### config.mk
export PLATFORM = sky130hd
export DESIGN_NAME = delimited_sentence_framer_flat
export DESIGN_NICKNAME = d
export VERILOG_FILES = /design/src/design/dsf_pkg.sv /design/src/design/dsf_if.sv /design/src/design/dsf_ctrl.sv /design/src/design/dsf_datapath.sv /design/src/design/delimited_sentence_framer.sv /design/src/flat_wrapper.sv
export SDC_FILE = /design/constraint.sdc
export NUM_CORES = 1
export LEC_CHECK = 0
export ABC_AREA = 1
export BUFFER_PORTS_ARGS = -buffer_cell sky130_fd_sc_hd__buf_2
export CORE_ASPECT_RATIO = 1.1
export CORE_UTILIZATION = 55
export DETAILED_ROUTE_END_ITERATION = 8
export PLACE_DENSITY = 0.75
export SYNTH_ARGS = -nofsm -noshare
export SYNTH_HDL_FRONTEND = slang
export SYNTH_SLANG_ARGS = --single-unit
### constraint.sdc
create_clock -name clk -period 3.4 [get_ports clk]
set_clock_uncertainty 0.15 [all_clocks]
set_input_delay 0.17 -clock clk [delete_from_list [all_inputs] [get_ports clk]]
set_output_delay 0.17 -clock clk [all_outputs]
set_load 0.05 [all_outputs]
### src/design/dsf_pkg.sv
package dsf_pkg;

    localparam int LINE_LIMIT_DEF = 63;

    localparam int CFG_W     = 16;
    localparam int CFG_IDX_W = 3;

    localparam logic [7:0]  BEGIN_RST   = 8'd36;
    localparam logic [7:0]  END_RST     = 8'd10;
    localparam logic [7:0]  IGN_A_RST   = 8'd13;
    localparam logic [7:0]  IGN_B_RST   = 8'd13;
    localparam logic [1:0]  IGN_CNT_RST = 2'd1;
    localparam logic        MODE_RST    = 1'b0;
    localparam logic [15:0] TIMEOUT_RST = 16'd1000;

    typedef enum logic [CFG_IDX_W-1:0] {
        REG_BEGIN   = 3'd0,
        REG_END     = 3'd1,
        REG_IGN_A   = 3'd2,
        REG_IGN_B   = 3'd3,
        REG_IGN_CNT = 3'd4,
        REG_MODE    = 3'd5,
        REG_TIMEOUT = 3'd6
    } dsf_reg_t;

    typedef enum logic [2:0] {
        S_ACCEPT,
        S_READ,
        S_SEND,
        S_TOUT,
        S_HALT
    } dsf_state_t;

    typedef struct packed {
        logic step;
        logic rd;
        logic adv;
        logic tout_sel;
    } dsf_cmd_t;

    typedef struct packed {
        logic emit;
        logic tout;
        logic last;
    } dsf_stat_t;

endpackage

### src/design/dsf_if.sv
interface dsf_in_if;
    logic       valid;
    logic       ready;
    logic       req_type;
    logic [7:0] rx_byte;

    modport source (output valid, output req_type, output rx_byte, input ready);
    modport sink (input valid, input req_type, input rx_byte, output ready);
endinterface

interface dsf_out_if;
    logic       valid;
    logic       ready;
    logic       out_kind;
    logic [7:0] out_char;
    logic       last_char;

    modport source (output valid, output out_kind, output out_char, output last_char,
                    input ready);
    modport sink (input valid, input out_kind, input out_char, input last_char,
                  output ready);
endinterface

### src/design/dsf_ctrl.sv
module dsf_ctrl
(
    input  logic               clk,
    input  logic               rst_n,
    input  logic               in_valid,
    output logic               in_ready,
    output logic               out_valid,
    input  logic               out_ready,
    input  dsf_pkg::dsf_stat_t stat,
    output dsf_pkg::dsf_cmd_t  cmd
);

    dsf_pkg::dsf_state_t state_reg;
    dsf_pkg::dsf_state_t state_next;

    always_ff @(posedge clk or negedge rst_n)
    begin
        if (!rst_n)
        begin
            state_reg <= dsf_pkg::S_ACCEPT;
        end
        else
        begin
            state_reg <= state_next;
        end
    end

    always_comb
    begin
        state_next = state_reg;
        in_ready   = 1'b0;
        out_valid  = 1'b0;
        cmd        = '0;
        unique case (state_reg)
            dsf_pkg::S_ACCEPT:
            begin
                in_ready = 1'b1;
                if (in_valid)
                begin
                    cmd.step = 1'b1;
                    if (stat.tout)
                    begin
                        state_next = dsf_pkg::S_TOUT;
                    end
                    else if (stat.emit)
                    begin
                        state_next = dsf_pkg::S_READ;
                    end
                end
            end
            dsf_pkg::S_READ:
            begin
                cmd.rd     = 1'b1;
                state_next = dsf_pkg::S_SEND;
            end
            dsf_pkg::S_SEND:
            begin
                out_valid = 1'b1;
                if (out_ready)
                begin
                    cmd.adv    = 1'b1;
                    state_next = stat.last ? dsf_pkg::S_ACCEPT : dsf_pkg::S_READ;
                end
            end
            dsf_pkg::S_TOUT:
            begin
                out_valid    = 1'b1;
                cmd.tout_sel = 1'b1;
                if (out_ready)
                begin
                    state_next = dsf_pkg::S_HALT;
                end
            end
            dsf_pkg::S_HALT:
            begin
                // link is dead: items are taken and dropped until reset
                in_ready = 1'b1;
            end
            default:
            begin
                state_next = dsf_pkg::S_ACCEPT;
            end
        endcase
    end

endmodule

### src/design/dsf_datapath.sv
module dsf_datapath
#(
    parameter int LINE_LIMIT = dsf_pkg::LINE_LIMIT_DEF
)
(
    input  logic                          clk,
    input  logic                          rst_n,
    input  logic                          cfg_we,
    input  logic [dsf_pkg::CFG_IDX_W-1:0] cfg_index,
    input  logic [dsf_pkg::CFG_W-1:0]     cfg_wdata,
    input  logic                          req_type,
    input  logic [7:0]                    rx_byte,
    input  dsf_pkg::dsf_cmd_t             cmd,
    output dsf_pkg::dsf_stat_t            stat,
    output logic                          out_kind,
    output logic [7:0]                    out_char,
    output logic                          last_char
);

    localparam int DEPTH = LINE_LIMIT + 1;
    localparam int AW    = (DEPTH > 1) ? $clog2(DEPTH) : 1;
    localparam int LW    = $clog2(DEPTH + 1);
    localparam logic [LW-1:0] LIMIT_L = LW'(LINE_LIMIT);

    logic [7:0]  begin_reg;
    logic [7:0]  end_reg;
    logic [7:0]  ign_a_reg;
    logic [7:0]  ign_b_reg;
    logic [1:0]  ign_cnt_reg;
    logic        mode_reg;
    logic [15:0] timeout_reg;

    logic [LW-1:0] len_reg;
    logic          open_reg;
    logic          drop_reg;
    logic [15:0]   idle_reg;
    logic [LW-1:0] n_reg;
    logic [LW-1:0] k_reg;
    logic [7:0]    rdata_reg;

    logic [7:0] store_mem [DEPTH];

    logic          is_begin;
    logic          is_end;
    logic          ignored;
    logic          open_a;
    logic [LW-1:0] len_a;
    logic [LW-1:0] len_next;
    logic          open_next;
    logic          drop_next;
    logic [LW-1:0] emit_n;
    logic          wr_en;
    logic [15:0]   idle_next;
    logic [LW-1:0] k_next;

    always_comb
    begin
        is_begin  = rx_byte == begin_reg;
        is_end    = rx_byte == end_reg;
        ignored   = (ign_cnt_reg != 2'd0) &&
                    ((rx_byte == ign_a_reg) || (ign_cnt_reg[1] && (rx_byte == ign_b_reg)));
        open_a    = open_reg | is_begin;
        len_a     = is_begin ? '0 : len_reg;
        len_next  = len_a;
        open_next = open_a;
        drop_next = drop_reg;
        emit_n    = '0;
        wr_en     = 1'b0;
        if (open_a)
        begin
            if (is_end)
            begin
                open_next = mode_reg;
                len_next  = '0;
                if (drop_reg)
                begin
                    drop_next = 1'b0;
                end
                else
                begin
                    emit_n = len_a;
                end
            end
            else if (!ignored)
            begin
                wr_en    = 1'b1;
                len_next = len_a + LW'(1);
            end
        end
        // overlong line goes out at once and closes
        if (len_next > LIMIT_L)
        begin
            emit_n    = len_next;
            len_next  = '0;
            open_next = 1'b0;
        end
        idle_next = (idle_reg == 16'hFFFF) ? idle_reg : idle_reg + 16'd1;
        k_next    = k_reg + LW'(1);
        stat.emit = !req_type && (emit_n != '0);
        stat.tout = req_type && (idle_next >= timeout_reg);
        stat.last = k_next == n_reg;
        out_kind  = cmd.tout_sel;
        out_char  = cmd.tout_sel ? 8'd0 : rdata_reg;
        last_char = cmd.tout_sel | stat.last;
    end

    always_ff @(posedge clk or negedge rst_n)
    begin
        if (!rst_n)
        begin
            begin_reg   <= dsf_pkg::BEGIN_RST;
            end_reg     <= dsf_pkg::END_RST;
            ign_a_reg   <= dsf_pkg::IGN_A_RST;
            ign_b_reg   <= dsf_pkg::IGN_B_RST;
            ign_cnt_reg <= dsf_pkg::IGN_CNT_RST;
            mode_reg    <= dsf_pkg::MODE_RST;
            timeout_reg <= dsf_pkg::TIMEOUT_RST;
            len_reg     <= '0;
            open_reg    <= dsf_pkg::MODE_RST;
            drop_reg    <= dsf_pkg::MODE_RST;
            idle_reg    <= '0;
            n_reg       <= '0;
            k_reg       <= '0;
        end
        else
        begin
            if (cfg_we)
            begin
                unique case (cfg_index)
                    dsf_pkg::REG_BEGIN:   begin_reg   <= cfg_wdata[7:0];
                    dsf_pkg::REG_END:     end_reg     <= cfg_wdata[7:0];
                    dsf_pkg::REG_IGN_A:   ign_a_reg   <= cfg_wdata[7:0];
                    dsf_pkg::REG_IGN_B:   ign_b_reg   <= cfg_wdata[7:0];
                    dsf_pkg::REG_IGN_CNT: ign_cnt_reg <= cfg_wdata[1:0];
                    dsf_pkg::REG_MODE:
                    begin
                        mode_reg <= cfg_wdata[0];
                        open_reg <= cfg_wdata[0];
                        drop_reg <= cfg_wdata[0];
                    end
                    dsf_pkg::REG_TIMEOUT: timeout_reg <= cfg_wdata[15:0];
                    default:
                    begin
                    end
                endcase
            end
            if (cmd.step)
            begin
                if (req_type)
                begin
                    idle_reg <= idle_next;
                end
                else
                begin
                    idle_reg <= '0;
                    len_reg  <= len_next;
                    open_reg <= open_next;
                    drop_reg <= drop_next;
                    n_reg    <= emit_n;
                    k_reg    <= '0;
                end
            end
            if (cmd.adv)
            begin
                k_reg <= k_next;
            end
        end
    end

    always_ff @(posedge clk)
    begin
        if (cmd.step && !req_type && wr_en)
        begin
            store_mem[len_a[AW-1:0]] <= rx_byte;
        end
        if (cmd.rd)
        begin
            rdata_reg <= store_mem[k_reg[AW-1:0]];
        end
    end

endmodule

### src/design/delimited_sentence_framer.sv
// a byte or idle tick that gives no result is taken and leaves the block ready for the next item
// a sentence of n characters: after the closing byte, each character is first read from memory
// and then offered on the output, where it waits for ready; no input is taken meanwhile
// a timeout result shows in the cycle after the tick; once it is taken the block drops all input
// reset (async, active low) restores register defaults, empties the line and clears halt
module delimited_sentence_framer
#(
    parameter int LINE_LIMIT = dsf_pkg::LINE_LIMIT_DEF
)
(
    input  logic                          clk,
    input  logic                          rst_n,
    dsf_in_if.sink                        in_ch,
    dsf_out_if.source                     out_ch,
    input  logic                          cfg_we,
    input  logic [dsf_pkg::CFG_IDX_W-1:0] cfg_index,
    input  logic [dsf_pkg::CFG_W-1:0]     cfg_wdata
);

    dsf_pkg::dsf_cmd_t  cmd;
    dsf_pkg::dsf_stat_t stat;

    dsf_ctrl u_ctrl
    (
        .clk       (clk),
        .rst_n     (rst_n),
        .in_valid  (in_ch.valid),
        .in_ready  (in_ch.ready),
        .out_valid (out_ch.valid),
        .out_ready (out_ch.ready),
        .stat      (stat),
        .cmd       (cmd)
    );

    dsf_datapath #(
        .LINE_LIMIT (LINE_LIMIT)
    ) u_datapath
    (
        .clk       (clk),
        .rst_n     (rst_n),
        .cfg_we    (cfg_we),
        .cfg_index (cfg_index),
        .cfg_wdata (cfg_wdata),
        .req_type  (in_ch.req_type),
        .rx_byte   (in_ch.rx_byte),
        .cmd       (cmd),
        .stat      (stat),
        .out_kind  (out_ch.out_kind),
        .out_char  (out_ch.out_char),
        .last_char (out_ch.last_char)
    );

endmodule

### src/flat_wrapper.sv
// flat-port wrapper written by rule: the top's interface ports become plain ports
module delimited_sentence_framer_flat 
#(
    parameter int LINE_LIMIT = dsf_pkg::LINE_LIMIT_DEF
)
  (clk, rst_n, cfg_we, cfg_index, cfg_wdata, in_ch_valid, in_ch_req_type, in_ch_rx_byte, in_ch_ready, out_ch_valid, out_ch_out_kind, out_ch_out_char, out_ch_last_char, out_ch_ready);
  dsf_in_if in_ch_i ();
  dsf_out_if out_ch_i ();
  input  logic clk;
  input  logic rst_n;
  input  logic cfg_we;
  input  logic [dsf_pkg::CFG_IDX_W-1:0] cfg_index;
  input  logic [dsf_pkg::CFG_W-1:0] cfg_wdata;
  input wire logic [$bits(in_ch_i.valid)-1:0] in_ch_valid;
  input wire logic [$bits(in_ch_i.req_type)-1:0] in_ch_req_type;
  input wire logic [$bits(in_ch_i.rx_byte)-1:0] in_ch_rx_byte;
  output wire logic [$bits(in_ch_i.ready)-1:0] in_ch_ready;
  output wire logic [$bits(out_ch_i.valid)-1:0] out_ch_valid;
  output wire logic [$bits(out_ch_i.out_kind)-1:0] out_ch_out_kind;
  output wire logic [$bits(out_ch_i.out_char)-1:0] out_ch_out_char;
  output wire logic [$bits(out_ch_i.last_char)-1:0] out_ch_last_char;
  input wire logic [$bits(out_ch_i.ready)-1:0] out_ch_ready;
  assign in_ch_i.valid = in_ch_valid;
  assign in_ch_i.req_type = in_ch_req_type;
  assign in_ch_i.rx_byte = in_ch_rx_byte;
  assign in_ch_ready = in_ch_i.ready;
  assign out_ch_valid = out_ch_i.valid;
  assign out_ch_out_kind = out_ch_i.out_kind;
  assign out_ch_out_char = out_ch_i.out_char;
  assign out_ch_last_char = out_ch_i.last_char;
  assign out_ch_i.ready = out_ch_ready;
  delimited_sentence_framer #(.LINE_LIMIT(LINE_LIMIT)) u_core (.clk(clk), .rst_n(rst_n), .in_ch(in_ch_i), .out_ch(out_ch_i), .cfg_we(cfg_we), .cfg_index(cfg_index), .cfg_wdata(cfg_wdata));
endmodule
; ---- After elaboration in Yosys (flattened, before gate mapping)
; Memory sizes are Yosys's and may differ from the RTL's. A register that Yosys moved wholly into a read port is not among the register bits.
; Index checks and enable logic that the tools add are counted.
[totals]
reg_bits = 93
ram_bits = 512
input_bits = 33
output_inout_bits = 12
word_cells = 121
n_memories = 1
[op_classes]
add_sub_neg = 3
order_cmp = 2
n_eq_ne = 23
n_mux = 48
bitwise_logic = 4
n_reduce_logical = 26
[memory_table]
columns = memory, depth, word_bits, rd, rd_ports_with_merged_regs, write_ports, line
row1 = u_core.u_datapath.store_mem, 64, 8, 1, 1, 1, dsf_datapath.sv:41  ; logic [7:0] store_mem [DEPTH];
[ops]
columns = op, n
row1 = $mux 7, 12
row2 = $eq 8x8->1, 4
row3 = $mux 16, 2
row4 = $mux 1, 27
row5 = $reduce_and 2->1, 10
row6 = $add 16x1->16 const B, 1
row7 = $eq 16x16->1 const B, 1
row8 = $ge 16x16->1, 1
row9 = $mux 3, 5
row10 = $pmux 3 s5, 1
row11 = $add 7x1->7 const B, 2
row12 = $eq 3x2->1 const B, 4
row13 = $eq 3x3->1 const B, 4
row14 = $mux 8, 1
row15 = $eq 7x7->1, 1
row16 = $gt 7x6->1 const B, 1
row17 = $reduce_bool 7->1, 1
row18 = $eq 3x1->1 const B, 2
row19 = $logic_and 1x1->1, 6
row20 = $logic_not 3->1, 2
row21 = $ne 2x2->1 const B, 3
row22 = $ne 3x2->1 const B, 2
row23 = $reduce_and 5->1, 1
row24 = $reduce_bool 2->1, 2
row25 = 7 further kinds, 10

; ---- Longest topological paths before layout
; Gate-level depths: netlist of run 1.
[depth]
ltp_word = 15
depth_mapped = 26
depth_no_buf = 26

; ---- By module
; Synthesis of run 1 repeated with hierarchy kept, for this count alone.
[unflattened]
cells_unflattened = 2063
area_unflattened_um2 = 25259.2
[by_module_without_submodules]
columns = mod, n_inst, cells_each, area_each_um2, seq_area_each_um2
row1 = dsf_datapath, 1, 2031, 25054.0, 17888.4
row2 = dsf_ctrl, 1, 32, 205.2, 75.1

; ---- Least setup slack after synthesis of run 1
; No wires, ideal clock.
[synth_timing]
path_type = reg-to-reg
startpoint = reg u_core.u_ctrl.state_reg[1]
endpoint = mem u_core.u_datapath.store_mem[48][0] (enable)
setup_time_ns = 0.370
t_arrival_ns = 2.653
slack_ns = 0.227
stages_incl_launch_ff = 12
path_buffers = 1
cell_sequence = dfrtp_1 nor2_2 nand2_1 inv_2 nand2_2 nor2_2 inv_2 nor2_1 inv_1 or4_1 buf_2 nor2_1
[synth_between]
elab_chain_len = 6
[synth_rtl]
columns = item, line
row1 = from (decl), dsf_ctrl.sv:13  ; dsf_pkg::dsf_state_t state_reg;
row2 = from (signal assigned), dsf_ctrl.sv:20  ; state_reg <= dsf_pkg::S_ACCEPT;
row3 = from (signal assigned), dsf_ctrl.sv:24  ; state_reg <= state_next;
row4 = $logic_not 3->1, dsf_ctrl.sv:34  ; unique case (state_reg)
row5 = $mux 1, dsf_ctrl.sv:34
row6 = $logic_and 1x1->1 (2 in a row), dsf_datapath.sv:172  ; if (cmd.step && !req_type && wr_en)
row7 = $mux 1, dsf_datapath.sv:172
row8 = $mux 1 (not written as such), dsf_datapath.sv:174  ; store_mem[len_a[AW-1:0]] <= rx_byte;
row9 = to (decl), dsf_datapath.sv:41
; No other way between the ends.

; ---- Final worst setup path of run 1
[layout_timing]
startpoint = reg u_core.u_datapath.idle_reg[3]
endpoint = reg u_core.u_ctrl.state_reg[1]
[layout_between]
elab_chain_len = 7
[layout_rtl]
columns = item, line
row1 = from (decl), dsf_datapath.sv:36  ; logic [15:0] idle_reg;
row2 = from (signal assigned), dsf_datapath.sv:151  ; idle_reg <= idle_next;
row3 = $add 16x1->16 / $eq 16x16->1 (equally long branches), dsf_datapath.sv:97  ; idle_next = (idle_reg == 16'hFFFF) ? idle_reg : idle_reg + 16'd1;
row4 = $mux 16 *, dsf_datapath.sv:97
row5 = $ge 16x16->1 *, dsf_datapath.sv:100  ; stat.tout = req_type && (idle_next >= timeout_reg);
row6 = $logic_and 1x1->1 *, dsf_datapath.sv:100
row7 = $mux 3, dsf_ctrl.sv:41  ; if (stat.tout)
row8 = $mux 3, dsf_ctrl.sv:38  ; if (in_valid)
row9 = $pmux 3 s5, dsf_ctrl.sv:34
; Every way passes the cells marked *; elsewhere a longest branch is shown, timed or not. The select of a mux whose other input is x is not followed.
; A chain may end at the register's enable or synchronous reset.

==> impl_metrics.ini, run 1 <==
[outcome]
status = finished, violations left
violations = DRC

[route]
drc_errors = 2
ant_nets = 0
wl_um = 63660
wire_per_inst_um = 22.46
dr.pass1.iters = 9
viasPerCell = 6.102
first_iter_violations = 1744
vias = 17290

[setup_path]
timing.rr.end = u_core.u_ctrl.state_reg[1]
r2r_setup_slack_ns = 0.1
crit_path_end_kind = register
worstPathArrival_ns = 3.71
crit_top_cell = nand2_1
crit_buf_inv = 4
critical_path_class = reg2reg
setup.worst_path.start_class = register
slowest_delay_ns = 0.34
crit_slowest_cell = dfrtp_1
crit_family = simple AND/OR/NAND/NOR gates
critical_path_peak_fanout = 3
crit_required_ns = 3.81
reg2reg_from = u_core.u_datapath.idle_reg[3]
rr_worst_depth = 26

[finish]
nets = 2251
area_growth_syn_to_layout_pct = 14.37
design_area_um2 = 29070
drive_above_1_share_pct = 14.43
largest_register_ffs = 512

[grt]
overflow = 0
grt_pass1_wl_um = 96520
grt_pass1_vias = 16730
track_usage_pct = 27.46
antenna_found_initial = 4
grt_max_degree = 76

[timing]
min_period_over_period_pct = 97.19
worst_pin_slew_ns = 1.102
setup_ws_ns = 0.09560
setup_viol = 0
slew_headroom_pct = 26.27
layout_min_cycle_time_ns = 3.304
rsz0062_at_grt = true
drv_slew = 0
tns_ns = 0
fmax_ghz = 0.3026
fin_hold_ws_ns = 0.02854
hold_viol = 0

[die]
die-height_um = 227.4
start_util_pct = 55.79
fp.dieArea_um2 = 47070
rows = 82
num_io_pins = 45
core_um2 = 45550
chipWidth_um = 207.0

[power_and_ir_drop]
peakVddDrop_v = 0.0004318
p_per_area_nw_per_um2 = 529.4
power.static_leakage_nw = 10.29

[synthesis]
synth.avg_cell_area_um2 = 12.27
ys_seq_elements = 613
synth-seq-area-share_pct = 70.69
synth_flop_cell = edfxtp_1
synthTopCellsByCount = 520 x edfxtp_1, 337 x nand2_1, 277 x a21oi_1, 135 x o21ai_0, 128 x o221ai_1
syn-num-nets = 2124
synth_area_leader_cell = edfxtp_1
netlist.area_leader.share_pct = 61.44
synth-async-reset-ratio_pct = 15.17
yosys-top-cells-area = edfxtp_1 61%, dfrtp_1 7.5%, a21oi_1 5.5%
ys_warn_count = 0
syn_area_um2 = 25410
synth_cells = 2072
ys_types = 44
synth.most_common_cell = edfxtp_1
synth_edf_count = 520

[place]
dp_slack_ns = -0.05433
post_dp_cell_area_um2 = 26770
dp_hpwl_um = 37880
routabilityCongestion = 0.9155
port_buffers = 44

[min_path]
hold_path.class = in2async

[clocking]
clkLatencyLatePin_ns = 0.62
cts_buffers = 57
clock_sink_count = 613
cts_htree_levels = 2
cts_tree = done
cts_buffer_depth = 3
cts.clk_slew.worst_paths_ns = 0.06
cts_root_buf = clkbuf_16

[flow_run]
cap_violations = 0
[power by group]
part	internal [mW]	total (mW)	switching, mW
clock network	3.67	6.40	2.74
registers	8.30	8.38	0.0799
logic	0.213	0.603	0.390
[metal layers]
metal | vias up | GRT usage [%] | part of all wire [%]
li1 | 7880 | - | -
met1 | 8400 | 35.77 | 38
met2 | 869 | 45.89 | 50
met3 | 140 | 4.767 | 8.1
met4 | 4 | 10.81 | 3.7
met5 | - | 0 | 0.042
[metrics by stage]
stage	cells	total power, mW	utilization [%]
after floorplan	2072	8.838	-
after global placement	2695	9.067	58.77
after detailed placement	2695	9.096	58.77
after CTS	2828	15.44	63.53
after global routing	2833	15.85	63.80
final	2834	15.39	63.80
[worst register-to-register path: stages, from the launching register on]
cell and delay (ns):
dfrtp_1 0.34, nand2_1 0.06, nor3_2 0.20, inv_1 0.07, nor2_2 0.17, nand2_2 0.10
nor2_2 0.10, nand3_2 0.10, buf_6 0.14, nand3_1 0.06, inv_1 0.06, nand2_1 0.10
xor2_1 0.22, inv_1 0.07, ha_1 0.27, nand3_1 0.07, nand2_1 0.08, nand2_1 0.06
nand2_1 0.05, nand2_1 0.05, nand2_1 0.07, nand2_1 0.07, a21oi_2 0.17, o21ai_2 0.08
o22ai_1 0.13, nand4_1 0.12, nand2_1 0.07
[cells by family after synthesis]
family	Yosys count	synth area share, %
AO/OA/AOI/OAI	567	13.25
XOR/XNOR	35	1.206
buffers and inverters	238	3.535
AND/OR/NAND/NOR	600	10.38
adder cells (fa/ha/maj)	19	0.9355
flip-flops	613	70.69
[worst max path at each step]
stage | from | to | slack [ns] | cells past startpoint
after floorplan | u_core.u_ctrl.state_reg[1] | u_core.u_datapath.store_mem[48][0] | 0.23 | 11
after global placement | u_core.u_datapath.idle_reg[1] | u_core.u_ctrl.state_reg[1] | 0.08 | 25
after detailed placement | u_core.u_datapath.idle_reg[5] | u_core.u_ctrl.state_reg[2] | -0.05 | 26
after CTS | u_core.u_datapath.idle_reg[0] | u_core.u_ctrl.state_reg[1] | 0.02 | 25
after global routing | u_core.u_datapath.idle_reg[3] | u_core.u_ctrl.state_reg[1] | -0.16 | 26
final | u_core.u_datapath.idle_reg[3] | u_core.u_ctrl.state_reg[1] | 0.1 | 26
[what timing repair did]
item	4_1_cts	5_1_grt
endpoints found under the hold margin	145	0
gates resized for setup	5	25
endpoints found under the setup margin	4	10
hold buffers	28	0
buffers inserted	0	5
pin swaps	0	7
[cells in the final DEF (no fill, tap or decap), types with 3 or more instances in the layout]
cell,Yosys,final
buf_12,0,3
nand2_4,2,4
nand3_1,77,76
inv_2,12,14
clkbuf_8,0,7
or2_2,3,3
o21ai_1,4,4
clkbuf_16,0,58
a21oi_2,0,3
a21oi_1,277,274
dfstp_2,17,17
nand2_2,8,10
clkbuf_1,104,15
inv_1,112,109
xnor2_1,18,18
clkinv_1,2,8
nand4_1,18,18
xor2_1,17,17
nor3_1,13,11
o221ai_1,128,128
nor3_2,1,3
bufinv_16,0,5
dfrtp_1,76,73
nor2_4,5,5
buf_4,0,102
nand3_2,3,4
nand3_4,3,3
nor2_2,4,9
nand2_1,337,333
nor2_1,120,115
clkinv_2,0,10
dlygate4sd3_1,0,28
ha_1,19,18
o22ai_1,13,13
buf_2,4,43
o21ai_0,135,133
edfxtp_1,520,520
[area by class of cell]
cell class	count	area (um^2)
inverter	126	475.5
sequential	613	17970
tap	588	735.7
fill	3296	16490
timing repair buffer	180	1373
clock inverter	24	266.5
multi-input combinational	1221	6635
antenna	1	2.502
clock buffer	81	1605
(Power assumes the default switching activity.)
==> inputs of run 2 (changes only) <==
PLACE_DENSITY = default   (was 0.75)
PLACE_DENSITY_LB_ADDON = 0.25   (was default)
==> run 2 against run 1 <==
The run now ends clean. Worst hold slack improved by 0.0092 ns. Die area unchanged. Routed wire length increased by 0.34%. Clock power increased by 3%. Sequential share of layout area decreased by 0.33 points. Final cell count increased by 0.18%.
==> impl_metrics.ini, run 2 (synthesis results as in run 1) <==
[place]
routabilityCongestion = 0.8961
port_buffers = 44
dp_hpwl_um = 37260
dp_slack_ns = -0.04449
post-place-cells = 2694
post_dp_cell_area_um2 = 26830

[clocking]
cts_tree = done
cts.clk_slew.worst_paths_ns = 0.06
clkLatencyLatePin_ns = 0.63
cts_htree_levels = 2
cts_buffers = 58
clock_sink_count = 613
cts_root_buf = clkbuf_16
cts_buffer_depth = 3

[route]
dr.pass1.iters = 7
vias = 17150
wire_per_inst_um = 22.50
ant_nets = 0
viasPerCell = 6.041
first_iter_violations = 1622
wl_um = 63880
drc_errors = 0

[die]
start_util_pct = 55.79
core_um2 = 45550
chipWidth_um = 207.0
fp.dieArea_um2 = 47070
rows = 82
num_io_pins = 45
die-height_um = 227.4

[finish]
drive_above_1_share_pct = 14.62
multiInputGateArea_um2 = 6650
design_area_um2 = 29220
area_growth_syn_to_layout_pct = 14.99
final_common_cell = edfxtp_1
ff_latch_area_um2 = 17970
finalNonFillerCells = 2839
fillers = 3354
nets = 2254
largest_register_ffs = 512
final_cell_mix = 520 x edfxtp_1, 333 x nand2_1, 274 x a21oi_1, 133 x o21ai_0, 128 x o221ai_1
final_core_util_pct = 64.15

[setup_path]
crit_start = u_core.u_datapath.idle_reg[2]
worstPathArrival_ns = 3.64
timing.rr.end = u_core.u_ctrl.state_reg[2]
critical_path_peak_fanout = 4
crit_required_ns = 3.75
critical_path_class = reg2reg
rr_worst_depth = 26
setup.worst_path.start_class = register
r2r_setup_slack_ns = 0.11
reg2reg_from = u_core.u_datapath.idle_reg[2]
crit_path_end_kind = register

[grt]
overflow = 0
grt_pass1_wl_um = 96390
grt_max_degree = 131
grt_pass1_vias = 16660
antenna_found_initial = 2
track_usage_pct = 27.41

[timing]
min_period_over_period_pct = 96.81
setup_viol = 0
layout_min_cycle_time_ns = 3.292
fin_hold_ws_ns = 0.03776
rsz0062_at_grt = true
setup_ws_ns = 0.1085
slew_headroom_pct = 37.15
hold_viol = 0
worst_pin_slew_ns = 0.9393
drv_slew = 0
fmax_ghz = 0.3038
tns_ns = 0

[min_path]
hold_path_startpoint = in_ch_rx_byte[0]
hold_path.class = in2reg
hold_depth = 6
hold_end = u_core.u_datapath.open_reg

[outcome]
status = completed

[power_and_ir_drop]
peakVddDrop_v = 0.0004757
power.static_leakage_nw = 10.34
p_per_area_nw_per_um2 = 533.2
total_power_mw = 15.58

[flow_run]
cap_violations = 0
run 2: cell count changes in the layout (fill, tap and decap cells not counted), sizes merged:
cell	delta
bufinv	+2
clkinv	+2
clkbuf	-7
inv	+2
buf	+2
clkinvlp	+4
run 2: worst max-delay path, cell delays in order, from the launching register on:
cell	delay [ns]
dfrtp_1	0.35
inv_1	0.11
nor3_2	0.18
inv_1	0.07
nor2_2	0.15
nand2_2	0.09
nor2_2	0.12
nand3_2	0.09
buf_4	0.16
nand3_1	0.06
inv_1	0.07
nand2_2	0.09
xor2_2	0.16
inv_1	0.06
ha_1	0.27
nand3_1	0.08
nand2_1	0.06
nand2_1	0.06
nand2_1	0.05
nand2_1	0.06
nand2_1	0.05
nand2_1	0.07
a21oi_2	0.07
o21ai_2	0.21
nand3_2	0.11
nand4_1	0.10
nand2_1	0.08
run 2: layout make-up:
| cell class | count | area share (%) |
|---|---|---|
| Sequential cell | 613 | 61.50 |
| Clock buffer | 74 | 5.416 |
| Inverter | 126 | 1.627 |
| Tap cell | 588 | 2.518 |
| Clock inverter | 34 | 1.263 |
| Timing Repair Buffer | 182 | 4.911 |
| Multi-Input combinational cell | 1221 | 22.76 |
| Antenna cell | 1 | 0.008563 |
run 2: layer usage:
layer  track usage, %  vias up  part of all wire (%)
met3            4.724      108                   7.8
met4            8.382        2                   2.4
met2            46.34      716                    50
li1                 -     7877                     -
met1            36.23     8446                    39
met5                0        -                 0.020
run 2: worst max-delay path by stage:
stage,to,slack (ns)
final,u_core.u_ctrl.state_reg[2],0.11
after global routing,u_core.u_ctrl.state_reg[2],-0.17
after CTS,u_core.u_ctrl.state_reg[1],0.006
after detailed placement,u_core.u_ctrl.state_reg[2],-0.04
after global placement,u_core.u_ctrl.state_reg[1],0.1
after floorplan,u_core.u_datapath.store_mem[48][0],0.23
run 2: report_power, final:
group | internal, mW | leakage (nW) | switching (mW)
clock | 3.82 | 0.943 | 2.77
combinational | 0.215 | 3.67 | 0.388
sequential | 8.30 | 5.73 | 0.0777
run 2: what timing repair did:
item,CTS,global route
setup buffers,0,7
endpoints found under the hold margin,164,0
endpoints found under the setup margin,4,12
gates resized for setup,2,21
pin swaps,0,11
hold buffers,29,0
==> inputs of run 3 (changes only) <==
--- a/constraint.sdc
+++ b/constraint.sdc
@@ -4,2 +4,2 @@
 set_output_delay 0.17 -clock clk [all_outputs]
-set_load 0.05 [all_outputs]
+set_load 0.01 [all_outputs]
==> run 3 against run 2 <==
The run now ends with DRC left. Routed wire length up 0.71%. Sequential share of layout area up 0.53 points. Clock power down 8.9%. Register-to-register slack better by 0.06 ns. Final cell count about the same. Design area down 0.85%. Via count about the same. Maximum frequency up 1.8%. Largest power group unchanged. Core utilization down 0.55 points.
==> impl_metrics.ini, run 3 (synthesis results as in run 1) <==
[timing]
slew_headroom_pct = 34.36
rsz0062_at_grt = true
hold_viol = 0
drv_slew = 0
setup_viol = 0
min_period_over_period_pct = 95.14
fmax_ghz = 0.3092
worst_pin_slew_ns = 0.9809
layout_min_cycle_time_ns = 3.235

[setup_path]
worstPathArrival_ns = 3.59
setup.worst_path.start_class = register
crit_buf_inv = 4
critical_path_peak_fanout = 3
slowest_delay_ns = 0.36
critical_path_class = reg2reg
r2r_setup_slack_ns = 0.17
crit_path_end_kind = register
crit_family = simple AND/OR/NAND/NOR gates
crit_slowest_cell = dfrtp_1
crit_required_ns = 3.76
crit_top_cell = nand2_1

[finish]
drive_above_1_share_pct = 14.00
final_core_util_pct = 63.60
design_area_um2 = 28970
final_common_cell = edfxtp_1
area_growth_syn_to_layout_pct = 14.01
largest_register_ffs = 512
nets = 2257
final_cell_mix = 520 x edfxtp_1, 332 x nand2_1, 275 x a21oi_1, 133 x o21ai_0, 128 x o221ai_1

[power_and_ir_drop]
power.switching_mw = 3.170
p_clk_share_pct = 40.1
p_seq_share_pct = 55.9
peakVddDrop_v = 0.0003736
p_sw_share_pct = 21.14
internal_power_mw = 11.83
power.static_leakage_nw = 10.23
p_per_area_nw_per_um2 = 517.5
combPwrFrac_pct = 4.0

[die]
core_um2 = 45550
start_util_pct = 55.79
chipWidth_um = 207.0
die-height_um = 227.4
num_io_pins = 45
rows = 82
fp.dieArea_um2 = 47070

[grt]
antenna_found_initial = 2
grt_pass1_wl_um = 95790
track_usage_pct = 27.37
grt_pass1_vias = 16470
overflow = 0
grt_max_degree = 131

[flow_run]
cap_violations = 0

[place]
dp_hpwl_um = 38060
routabilityCongestion = 0.8733
port_buffers = 44
post_dp_cell_area_um2 = 26820

[route]
ant_nets = 0
viasPerCell = 6.044
first_iter_violations = 1765
wire_per_inst_um = 22.65
vias = 17170
wl_um = 64330
dr.pass1.iters = 7
drc_errors = 4

[clocking]
cts_buffers = 59
cts_tree = done
clock_sink_count = 613
clkLatencyLatePin_ns = 0.62
cts_htree_levels = 2
cts_buffer_depth = 3
cts.clk_slew.worst_paths_ns = 0.06
cts_root_buf = clkbuf_16

[min_path]
hold_path.class = in2reg

[outcome]
violations = DRC
status = finished, violations left
## run 3: final timing paths
kind	from	end	cells after the start
min in group asynchronous	rst_n	u_core.u_datapath.timeout_reg[10]	2
worst min-delay path	cfg_index[2]	u_core.u_datapath.ign_a_reg[2]	4
worst max-delay path	u_core.u_datapath.idle_reg[5]	u_core.u_ctrl.state_reg[2]	26
worst min register to register	u_core.u_datapath.len_reg[6]	u_core.u_datapath.len_reg[6]	2
max in group asynchronous	rst_n	u_core.u_datapath.begin_reg[5]	3
worst max register to register	u_core.u_datapath.idle_reg[5]	u_core.u_ctrl.state_reg[2]	26
## run 3: area by class of cell
class / count / area [um^2]
sequential: 613 / 17970
fill: 3392 / 16580
multi-input combinational: 1221 / 6643
clock buffer: 83 / 1587
timing repair buffer: 184 / 1405
tap: 588 / 735.7
inverter: 126 / 475.5
clock inverter: 23 / 151.4
antenna: 2 / 5.005
## run 3: power groups by stage
stage | registers, mW | clock network (mW) | logic [mW]
6_report | 8.38 | 6.01 | 0.600
5_1_grt | 8.39 | 6.36 | 0.680
4_1_cts | 8.38 | 6.08 | 0.593
3_5_place_dp | 8.53 | 0 | 0.565
3_3_place_gp | 8.53 | 0 | 0.543
2_1_floorplan | 8.52 | 0 | 0.323
## run 3: repair_timing
item / 4_1_cts / 5_1_grt
setup endpoints to repair: 3 / 12
pin swaps: 0 / 7
setup buffers: 0 / 6
resized for setup: 1 / 23
hold buffers: 28 / 0
endpoints found under the hold margin: 152 / 0
## run 3: worst min-delay path: stages
cell and delay, ns:
buf_2 0.09, nor2_1 0.07, nand2_1 0.35, o21ai_0 0.14
## run 3: through the flow
step | hold WS (ns) | instances | setup TNS, ns | total power [mW] | worst slack [ns]
6_report | 0.05046 | 2840 | 0 | 14.99 | 0.1653
5_1_grt | 0.05326 | 2839 | -0.05111 | 15.43 | -0.02634
4_1_cts | 0.03096 | 2832 | 0 | 15.05 | 0.08409
3_5_place_dp | 0.1929 | 2698 | 0 | 9.098 | 0.03986
3_3_place_gp | 0.1806 | 2698 | 0 | 9.071 | 0.09290
2_1_floorplan | -0.2756 | 2072 | 0 | 8.838 | 0.3167
## run 3: routing by layer
metal	share of wire, %	global-route usage, %
met5	0	0
met4	3.0	9.583
met3	7.6	4.223
met2	49	45.11
met1	40	37.10
